File: src/design/unix_seconds_to_civil_date_top_defines.svh
// assertion macros for the unix seconds to civil date block
`ifndef UNIX_SECONDS_TO_CIVIL_DATE_TOP_DEFINES_SVH
`define UNIX_SECONDS_TO_CIVIL_DATE_TOP_DEFINES_SVH

// same-cycle implication under reset
`define UCD_ASSERT_IMP(label, clk, rst_n, ante, cons) \
    label: assert property (@(posedge clk) disable iff (!rst_n) (ante) |-> (cons)) \
        else $error("ucd assertion failed");

// next-cycle implication under reset
`define UCD_ASSERT_NXT(label, clk, rst_n, ante, cons) \
    label: assert property (@(posedge clk) disable iff (!rst_n) (ante) |=> (cons)) \
        else $error("ucd assertion failed");

`endif

File: src/design/ucd_pkg.sv
// shared constants, control structs and month table for the civil date block
package ucd_pkg;

    localparam int MAX_YEAR     = 9999;
    localparam int IN_W         = 39;
    localparam int IN_TDATA_W   = 40;
    localparam int OUT_TDATA_W  = 48;
    localparam int YEAR_W       = 14;
    localparam int MONTH_W      = 4;
    localparam int DAY_W        = 5;
    localparam int WDAY_W       = 3;
    localparam int HOUR_W       = 5;
    localparam int MIN_W        = 6;
    localparam int SEC_W        = 6;
    localparam int REM_W        = 17;

    localparam longint SECS_PER_DAY  = 86400;
    localparam longint SECS_PER_HOUR = 3600;
    localparam longint SECS_PER_MIN  = 60;
    // days from 0001-01-01 to 1970-01-01
    localparam longint EPOCH_DAYS    = 719162;
    localparam longint TOTAL_DAYS    = 365 * MAX_YEAR + MAX_YEAR / 4 - MAX_YEAR / 100
                                       + MAX_YEAR / 400;

    localparam logic [IN_W-1:0]        EPOCH_OFFSET = IN_W'(EPOCH_DAYS * SECS_PER_DAY);
    localparam logic signed [IN_W-1:0] SECS_LO = IN_W'(-(EPOCH_DAYS * SECS_PER_DAY));
    localparam logic signed [IN_W-1:0] SECS_HI =
        IN_W'((TOTAL_DAYS - EPOCH_DAYS) * SECS_PER_DAY - 1);

    // 0001-01-01 was a monday
    localparam logic [WDAY_W-1:0] FIRST_WDAY = 3'd1;

    typedef struct packed {
        logic load;
        logic year_step;
        logic month_step;
        logic day_step;
        logic hms_step;
        logic store;
    } ucd_cmd_t;

    typedef struct packed {
        logic oor;
        logic year_more;
        logic month_more;
        logic day_more;
        logic hms_more;
    } ucd_status_t;

    function automatic logic [DAY_W-1:0] month_days(input logic [MONTH_W-1:0] m,
                                                    input logic leap);
        logic [DAY_W-1:0] len;
        begin
            case (m)
                4'd2:                      len = leap ? 5'd29 : 5'd28;
                4'd4, 4'd6, 4'd9, 4'd11:  len = 5'd30;
                default:                   len = 5'd31;
            endcase
            return len;
        end
    endfunction

endpackage

File: src/design/unix_seconds_to_civil_date_top.sv
// sequence: an out-of-range request goes from load to store without a walk; otherwise a load,
// then a walk one year a step from year 1 (up to 9999), then by months, by days, by hours and
// minutes, and a store, which waits while a result is still held unaccepted on the output
// throughput: one request at a time, set by the one-year-per-cycle walk
// reset: rst_n is asynchronous, active low, returns the controller to idle, no result pending
`include "unix_seconds_to_civil_date_top_defines.svh"
module unix_seconds_to_civil_date_top (
    input  logic                              clk,
    input  logic                              rst_n,
    input  logic                              s_tvalid,
    output logic                              s_tready,
    // unix_seconds
    input  logic [ucd_pkg::IN_TDATA_W-1:0]    s_tdata,
    output logic                              m_tvalid,
    input  logic                              m_tready,
    // year, month, day, weekday, hour, minute, second
    output logic [ucd_pkg::OUT_TDATA_W-1:0]   m_tdata,
    // out_of_range
    output logic                              m_tuser
);
    import ucd_pkg::*;

    ucd_cmd_t    cmd;
    ucd_status_t status;

    ucd_ctrl u_ctrl (
        .clk      (clk),
        .rst_n    (rst_n),
        .s_tvalid (s_tvalid),
        .s_tready (s_tready),
        .m_tvalid (m_tvalid),
        .m_tready (m_tready),
        .status   (status),
        .cmd      (cmd)
    );

    ucd_datapath u_datapath (
        .clk          (clk),
        .unix_seconds (s_tdata[IN_W-1:0]),
        .cmd          (cmd),
        .status       (status),
        .result       (m_tdata),
        .result_oor   (m_tuser)
    );

    `UCD_ASSERT_IMP(a_oor_zero, clk, rst_n, m_tvalid && m_tuser, m_tdata == '0)
    `UCD_ASSERT_IMP(a_date_sane, clk, rst_n, m_tvalid && !m_tuser,
                    (m_tdata[17:14] >= 4'd1) && (m_tdata[17:14] <= 4'd12) &&
                    (m_tdata[22:18] != 5'd0) && (m_tdata[25:23] <= 3'd6))
    `UCD_ASSERT_NXT(a_one_at_a_time, clk, rst_n, s_tvalid && s_tready, !s_tready)
    `UCD_ASSERT_IMP(a_single_cmd, clk, rst_n, 1'b1, $countones(cmd) <= 1)

endmodule

File: src/design/ucd_datapath.sv
// datapath: year, month and day walk on seconds, weekday and time of day
module ucd_datapath (
    input  logic                              clk,
    input  logic [ucd_pkg::IN_W-1:0]          unix_seconds,
    input  ucd_pkg::ucd_cmd_t                 cmd,
    output ucd_pkg::ucd_status_t              status,
    output logic [ucd_pkg::OUT_TDATA_W-1:0]   result,
    output logic                              result_oor
);
    import ucd_pkg::*;

    logic [IN_W-1:0]    sreg_reg, sreg_next;
    logic               oor_reg, oor_next;
    logic [YEAR_W-1:0]  year_reg, year_next;
    logic [1:0]         mod4_reg, mod4_next;
    logic [6:0]         mod100_reg, mod100_next;
    logic [1:0]         cent4_reg, cent4_next;
    logic [MONTH_W-1:0] month_reg, month_next;
    logic [DAY_W-1:0]   day_reg, day_next;
    logic [WDAY_W-1:0]  wd_reg, wd_next;
    logic [HOUR_W-1:0]  hour_reg, hour_next;
    logic [MIN_W-1:0]   min_reg, min_next;
    logic [OUT_TDATA_W-1:0] out_reg, out_next;
    logic               out_oor_reg, out_oor_next;

    logic               leap;
    logic [IN_W-1:0]    year_secs;
    logic [DAY_W-1:0]   mlen;
    logic [IN_W-1:0]    month_secs;
    logic [REM_W-1:0]   rem;
    logic [WDAY_W:0]    wd_sum;
    logic [DAY_W-1:0]   day_out;

    assign leap      = (mod4_reg == 2'd0) && ((mod100_reg != 7'd0) || (cent4_reg == 2'd0));
    assign year_secs = leap ? IN_W'(366 * SECS_PER_DAY) : IN_W'(365 * SECS_PER_DAY);
    assign mlen      = month_days(month_reg, leap);
    assign rem       = sreg_reg[REM_W-1:0];
    assign day_out   = day_reg + DAY_W'(1);

    always_comb
    begin
        case (mlen)
            5'd28:   month_secs = IN_W'(28 * SECS_PER_DAY);
            5'd29:   month_secs = IN_W'(29 * SECS_PER_DAY);
            5'd30:   month_secs = IN_W'(30 * SECS_PER_DAY);
            default: month_secs = IN_W'(31 * SECS_PER_DAY);
        endcase
    end

    assign status.oor        = oor_reg;
    assign status.year_more  = sreg_reg >= year_secs;
    assign status.month_more = sreg_reg >= month_secs;
    assign status.day_more   = sreg_reg >= IN_W'(SECS_PER_DAY);
    assign status.hms_more   = rem >= REM_W'(SECS_PER_MIN);

    always_comb
    begin
        sreg_next    = sreg_reg;
        oor_next     = oor_reg;
        year_next    = year_reg;
        mod4_next    = mod4_reg;
        mod100_next  = mod100_reg;
        cent4_next   = cent4_reg;
        month_next   = month_reg;
        day_next     = day_reg;
        wd_next      = wd_reg;
        hour_next    = hour_reg;
        min_next     = min_reg;
        out_next     = out_reg;
        out_oor_next = out_oor_reg;
        wd_sum       = '0;

        if (cmd.load)
        begin
            sreg_next   = unix_seconds + EPOCH_OFFSET;
            oor_next    = ($signed(unix_seconds) < SECS_LO) ||
                          ($signed(unix_seconds) > SECS_HI);
            year_next   = YEAR_W'(1);
            mod4_next   = 2'd1;
            mod100_next = 7'd1;
            cent4_next  = 2'd0;
            month_next  = MONTH_W'(1);
            day_next    = '0;
            wd_next     = FIRST_WDAY;
            hour_next   = '0;
            min_next    = '0;
        end

        // one year a step, weekday moves one day, two after a leap year
        if (cmd.year_step)
        begin
            sreg_next   = sreg_reg - year_secs;
            year_next   = year_reg + YEAR_W'(1);
            mod4_next   = mod4_reg + 2'd1;
            mod100_next = (mod100_reg == 7'd99) ? 7'd0 : mod100_reg + 7'd1;
            cent4_next  = (mod100_reg == 7'd99) ? cent4_reg + 2'd1 : cent4_reg;
            wd_sum      = {1'b0, wd_reg} + (leap ? (WDAY_W+1)'(2) : (WDAY_W+1)'(1));
            wd_next     = (wd_sum >= (WDAY_W+1)'(7)) ? WDAY_W'(wd_sum - (WDAY_W+1)'(7))
                                                     : wd_sum[WDAY_W-1:0];
        end

        if (cmd.month_step)
        begin
            sreg_next  = sreg_reg - month_secs;
            month_next = month_reg + MONTH_W'(1);
            wd_sum     = {1'b0, wd_reg} + (WDAY_W+1)'(mlen - 5'd28);
            wd_next    = (wd_sum >= (WDAY_W+1)'(7)) ? WDAY_W'(wd_sum - (WDAY_W+1)'(7))
                                                    : wd_sum[WDAY_W-1:0];
        end

        if (cmd.day_step)
        begin
            sreg_next = sreg_reg - IN_W'(SECS_PER_DAY);
            day_next  = day_reg + DAY_W'(1);
            wd_next   = (wd_reg == WDAY_W'(6)) ? '0 : wd_reg + WDAY_W'(1);
        end

        if (cmd.hms_step)
        begin
            if (rem >= REM_W'(SECS_PER_HOUR))
            begin
                sreg_next = IN_W'(rem - REM_W'(SECS_PER_HOUR));
                hour_next = hour_reg + HOUR_W'(1);
            end
            else
            begin
                sreg_next = IN_W'(rem - REM_W'(SECS_PER_MIN));
                min_next  = min_reg + MIN_W'(1);
            end
        end

        if (cmd.store)
        begin
            out_oor_next = oor_reg;
            if (oor_reg)
                out_next = '0;
            else
                out_next = {5'd0, rem[SEC_W-1:0], min_reg, hour_reg, wd_reg,
                            day_out, month_reg, year_reg};
        end
    end

    always_ff @(posedge clk)
    begin
        sreg_reg    <= sreg_next;
        oor_reg     <= oor_next;
        year_reg    <= year_next;
        mod4_reg    <= mod4_next;
        mod100_reg  <= mod100_next;
        cent4_reg   <= cent4_next;
        month_reg   <= month_next;
        day_reg     <= day_next;
        wd_reg      <= wd_next;
        hour_reg    <= hour_next;
        min_reg     <= min_next;
        out_reg     <= out_next;
        out_oor_reg <= out_oor_next;
    end

    assign result     = out_reg;
    assign result_oor = out_oor_reg;

endmodule

File: src/design/ucd_ctrl.sv
// controller: sequences the year, month, day and time walks and output handshake
module ucd_ctrl (
    input  logic                  clk,
    input  logic                  rst_n,
    input  logic                  s_tvalid,
    output logic                  s_tready,
    output logic                  m_tvalid,
    input  logic                  m_tready,
    input  ucd_pkg::ucd_status_t  status,
    output ucd_pkg::ucd_cmd_t     cmd
);

    typedef enum logic [2:0] {
        ST_IDLE,
        ST_YEAR,
        ST_MONTH,
        ST_DAY,
        ST_HMS,
        ST_DONE
    } state_t;

    state_t             state_reg, state_next;
    logic               valid_reg, valid_next;

    assign s_tready = (state_reg == ST_IDLE);
    assign m_tvalid = valid_reg;

    always_comb
    begin
        state_next = state_reg;
        valid_next = valid_reg && !m_tready;
        cmd        = '0;

        unique case (state_reg)
            ST_IDLE:
            begin
                if (s_tvalid)
                begin
                    cmd.load   = 1'b1;
                    state_next = ST_YEAR;
                end
            end
            ST_YEAR:
            begin
                if (status.oor)
                    state_next = ST_DONE;
                else if (status.year_more)
                    cmd.year_step = 1'b1;
                else
                    state_next = ST_MONTH;
            end
            ST_MONTH:
            begin
                if (status.month_more)
                    cmd.month_step = 1'b1;
                else
                    state_next = ST_DAY;
            end
            ST_DAY:
            begin
                if (status.day_more)
                    cmd.day_step = 1'b1;
                else
                    state_next = ST_HMS;
            end
            ST_HMS:
            begin
                if (status.hms_more)
                    cmd.hms_step = 1'b1;
                else
                    state_next = ST_DONE;
            end
            ST_DONE:
            begin
                if (!valid_reg || m_tready)
                begin
                    cmd.store  = 1'b1;
                    valid_next = 1'b1;
                    state_next = ST_IDLE;
                end
            end
            default:
                state_next = ST_IDLE;
        endcase
    end

    always_ff @(posedge clk or negedge rst_n)
    begin
        if (!rst_n)
        begin
            state_reg <= ST_IDLE;
            valid_reg <= 1'b0;
        end
        else
        begin
            state_reg <= state_next;
            valid_reg <= valid_next;
        end
    end

endmodule
File: config.mk
export PLATFORM = sky130hd
export DESIGN_NAME = unix_seconds_to_civil_date_top
export DESIGN_NICKNAME = d
export VERILOG_FILES = /design/src/design/ucd_pkg.sv /design/src/design/unix_seconds_to_civil_date_top.sv /design/src/design/ucd_datapath.sv /design/src/design/ucd_ctrl.sv
export VERILOG_INCLUDE_DIRS = /design/src /design/src/design
export SDC_FILE = /design/constraint.sdc
export NUM_CORES = 1
export LEC_CHECK = 0
export ABC_AREA = 0
export CAP_MARGIN = 10
export CORE_ASPECT_RATIO = 1.4
export CORE_MARGIN = 3
export CORE_UTILIZATION = 25
export CTS_CLUSTER_DIAMETER = 50
export CTS_CLUSTER_SIZE = 10
export DETAILED_ROUTE_END_ITERATION = 6
export DONT_BUFFER_PORTS = 1
export GPL_ROUTABILITY_DRIVEN = 0
export PLACE_DENSITY_LB_ADDON = 0.25
export SYNTH_ARGS = -nofsm -noshare
export SYNTH_HDL_FRONTEND = slang
export SYNTH_SLANG_ARGS = --single-unit
File: constraint.sdc
create_clock -name clk -period 5.9 [get_ports clk]
set_input_delay 1.18 -clock clk [delete_from_list [all_inputs] [get_ports clk]]
set_output_delay 1.18 -clock clk [all_outputs]
set_load 0.05 [all_outputs]
==> summary by stage <==
Outcome
The flow ran to the end, and the final reports show no timing, DRC or antenna violations.

Placed design
After legalization and detailed placement, the total HPWL measured 27.0 mm. The placed instances occupy a cell area of 11700 sq um. The count of input and output buffers is 0. Timing analysis after detailed placement gives a worst setup slack of 926 ps.

STA
Headroom to the max-slew limit came out at 13.8%. The final clock period utilization by the worst path is 86.1%. The number of max-slew violations in the final report is 0. The worst path needs 5080 ps of the cycle, external delays included. The number of setup violations in the final report is 0. The accumulated negative setup slack is 0 ps. The hold violation total from the final report is 0.

Once routing completed, OpenROAD measured the worst setup slack at 822 ps. The setup skew after layout is 11.2 ps. Setup repair after global routing left no endpoint under its margin. The slew at the pin closest to its max-slew limit is 1290 ps. Timing would allow up to 197 MHz.

Global route
Across every metal layer, demand over resource in global routing totals 15.6%. Global routing finished with a remaining overflow of 0. The number of global-route vias before repair is 9501. The first global-routing pass estimated 56.4 mm of wire. The initial antenna violation count is 0. The maximum number of pins on one net before global-route repair is 48.

Worst setup path
For the worst setup path, the data required time is 6080 ps. The worst setup path is of the flip-flop to flip-flop kind. The kind of cell with the highest combined delay along the critical path is simple AND/OR/NAND/NOR gates. The total stage count of the critical path is 19. For this run, the slowest stage of the critical path takes 550 ps. The worst setup path is launched from a flip-flop. Along the worst path, the maximum fanout reaches 22. Counting cells, the worst reg-to-reg path comes to 19. The worst setup path is captured at a flip-flop.

The data arrival time of the critical path is 5260 ps. The most common cell type on the critical path is sky130_fd_sc_hd__nand2_1. The critical path goes through inv_1 -> ha_1 -> nor4b_1 -> nand2_1 -> nand2_1 -> nand2_1 -> nand2_1 -> o21ai_0 -> buf_4 -> ha_1 -> inv_1 -> ha_1 -> nand2_1 -> or4_4 -> or4_4 -> and4_1 -> nor2_8 -> mux2i_1 -> a221o_1.

The critical path contains buffers and inverters numbering 3 combined. On the critical path, the stage with the largest delay is an instance of sky130_fd_sc_hd__or4_4.

Clocking
The number of hold buffers added after CTS was 0. The buffer depth of the longest clock path is 2. In this run the number of H-tree levels came out at 4. The TritonCTS clock tree is built. The number of clock sinks seen by CTS is 136. Buffers added to address setup during post-CTS repair amount to 0. Gates resized during post-CTS repair numbered 0.

The cell chosen for the clock root is sky130_fd_sc_hd__clkbuf_16. After clock tree synthesis, the clock-pin slew on the worst setup and hold paths is 60 ps. The total CTS buffers is 17. At the later pin of the worst-skew pair, clock insertion delay measures 440 ps.

Yosys
The average cell area after synthesis is 8.90 sq um. The mapped netlist covers 11100 sq um. The synthesized netlist contains 90 unique library cells.

The flip-flop cell with the highest count after synthesis is sky130_fd_sc_hd__edfxtp_1. The sequential area share after synthesis is 35.7%. The async set-reset flop share out of synthesis is 2.94%. The number of flops mapped to enable cells by yosys is 121.

Counting every instance in the synthesized netlist gives 1244. Yosys printed 0 warnings. Synthesis inferred 136 register bits.

Detailed routing
The total via count after detailed routing is 9566. The post-route antenna net violation count is 0. The iteration-0 DRC count of the detailed router is 631. In the final routed layout, each cell accounts on average for 20.5 um.

After detailed routing, the number of remaining DRC violations is 0. After detailed routing, the number of vias per cell comes to 5.37. For this run, the detailed router's first-pass iteration total came to 5. Wires add up to 36.6 mm.

Final layout
Cells with a size suffix above 1 make up 7.73% of the layout. The final instance area is 12300 sq um. The number of diodes added for antenna fixing is 0. The register with the most flip-flops in the layout has 43 of them.

Leaving out fill and tap cells, the most frequent cells in the layout are sky130_fd_sc_hd__edfxtp_1, sky130_fd_sc_hd__nor2_1, sky130_fd_sc_hd__nand2_1, sky130_fd_sc_hd__xnor2_1, sky130_fd_sc_hd__a21oi_1. The relative area change from synthesis to final layout is 11.1%. The most common library cell in the layout ignoring fill and taps is sky130_fd_sc_hd__edfxtp_1. The net count of the finished layout is 1316.

Floorplan
The initial utilization of the core area, before any placement, comes to 25.5%. The area enclosed by the die boundary is 46900 sq um. In this run the standard cell core region covers 43500 sq um. For this design the top-level I/O count stands at 95.

The die is 255 um tall. After floorplanning, the core was divided into 90 placement rows. The overall die width is 184 um.

Min path
In this run the worst hold path is classified as input port to asynchronous set/reset pin.

Pwr
The maximum VDD drop is 186 uV. For this design the static power due to leakage is 4.38 nW. The completed layout was analyzed and its total power is 2.21 mW. The ratio of total power to cell area is 180 nW/um^2.

Job
The number of maximum-capacitance violations is 0.
## report_power, final
group          leakage (nW)  internal [mW]         switching, mW  total (mW)
combinational          2.84         0.0242                0.0435      0.0677
clock                 0.293          0.641                 0.473        1.11
sequential             1.25           1.03  0.000000000000000134        1.03
## logic make-up after synthesis
group                      after synthesis  synth area share (%)
and+or+nand+nor                        486                  23.0
AOI/OAI and AO/OA                      302                  19.3
DFF                                    136                  35.7
buffers and inverters                  134                  5.12
xor gates and xnor gates               114                  9.02
adders and majority gates               56                  6.53
muxes                                   15                  1.37
other                                    1                0.0339
## synth_stat cells (all sizes together), types with 13 or more instances
cell type	n	area [sq um]
ha	53	663
or3	13	81.3
and2	13	81.3
nor2	119	465
a211oi	23	173
nor3	49	250
mux2i	14	140
nand3	44	220
o211ai	14	105
nand4	24	165
inv	52	195
xor2	47	412
edfxtp	121	3630
nor2b	42	263
xnor2	67	587
buf	25	156
and3	15	93.8
a221oi	14	123
nand2	91	342
o221ai	15	131
nor4	16	106
clkbuf	57	215
a21oi	66	330
o21ai	49	249
## per-stage QoR
stage | utilization (%) | std cells | hold WS (ps)
floorplan | - | 1248 | 458
global placement | 26.9 | 1748 | 483
detailed placement | 26.9 | 1748 | 492
CTS | 28.3 | 1780 | 407
global route | 28.3 | 1781 | 409
finish | 28.3 | 1781 | 438
## metal layers
metal	wire length [um]	up-vias	track usage [%]
met4	2070	0	9.16
met1	14800	4588	18.0
met5	0	-	0
met2	18000	302	27.0
met3	1720	99	2.90
li1	-	4577	-
## worst reg2reg max path: stages, from the launching register on
cell	delay, ps
sky130_fd_sc_hd__edfxtp_1	430
sky130_fd_sc_hd__inv_1	80
sky130_fd_sc_hd__ha_1	130
sky130_fd_sc_hd__nor4b_1	210
sky130_fd_sc_hd__nand2_1	80
sky130_fd_sc_hd__nand2_1	120
sky130_fd_sc_hd__nand2_1	60
sky130_fd_sc_hd__nand2_1	70
sky130_fd_sc_hd__o21ai_0	80
sky130_fd_sc_hd__buf_4	180
sky130_fd_sc_hd__ha_1	310
sky130_fd_sc_hd__inv_1	110
sky130_fd_sc_hd__ha_1	400
sky130_fd_sc_hd__nand2_1	130
sky130_fd_sc_hd__or4_4	490
sky130_fd_sc_hd__or4_4	550
sky130_fd_sc_hd__and4_1	330
sky130_fd_sc_hd__nor2_8	470
sky130_fd_sc_hd__mux2i_1	210
sky130_fd_sc_hd__a221o_1	370
## path summary, 6_finish.rpt
kind / to / slack (ps) / from
max: u_datapath.sreg_reg[15] / 820 / u_datapath.mod100_reg[0]
min: u_ctrl.state_reg[0] / 440 / rst_n
max reg2reg: u_datapath.sreg_reg[15] / 820 / u_datapath.mod100_reg[0]
min reg2reg: u_datapath.hour_reg[1] / 500 / u_datapath.hour_reg[1]
max in group asynchronous: u_ctrl.state_reg[1] / 5400 / rst_n
min in group clk: u_datapath.hour_reg[1] / 500 / u_datapath.hour_reg[1]
## area by class of cell
type                       instances  area [sq um]
clock buffer                      17           425
clock inverter                    15           184
fill                            4623         31200
inverter                          52           195
multi-input combinational        978          6600
sequential                       136          3950
tap                              552           691
timing repair buffer              31           255
(Power assumes the default switching activity.)
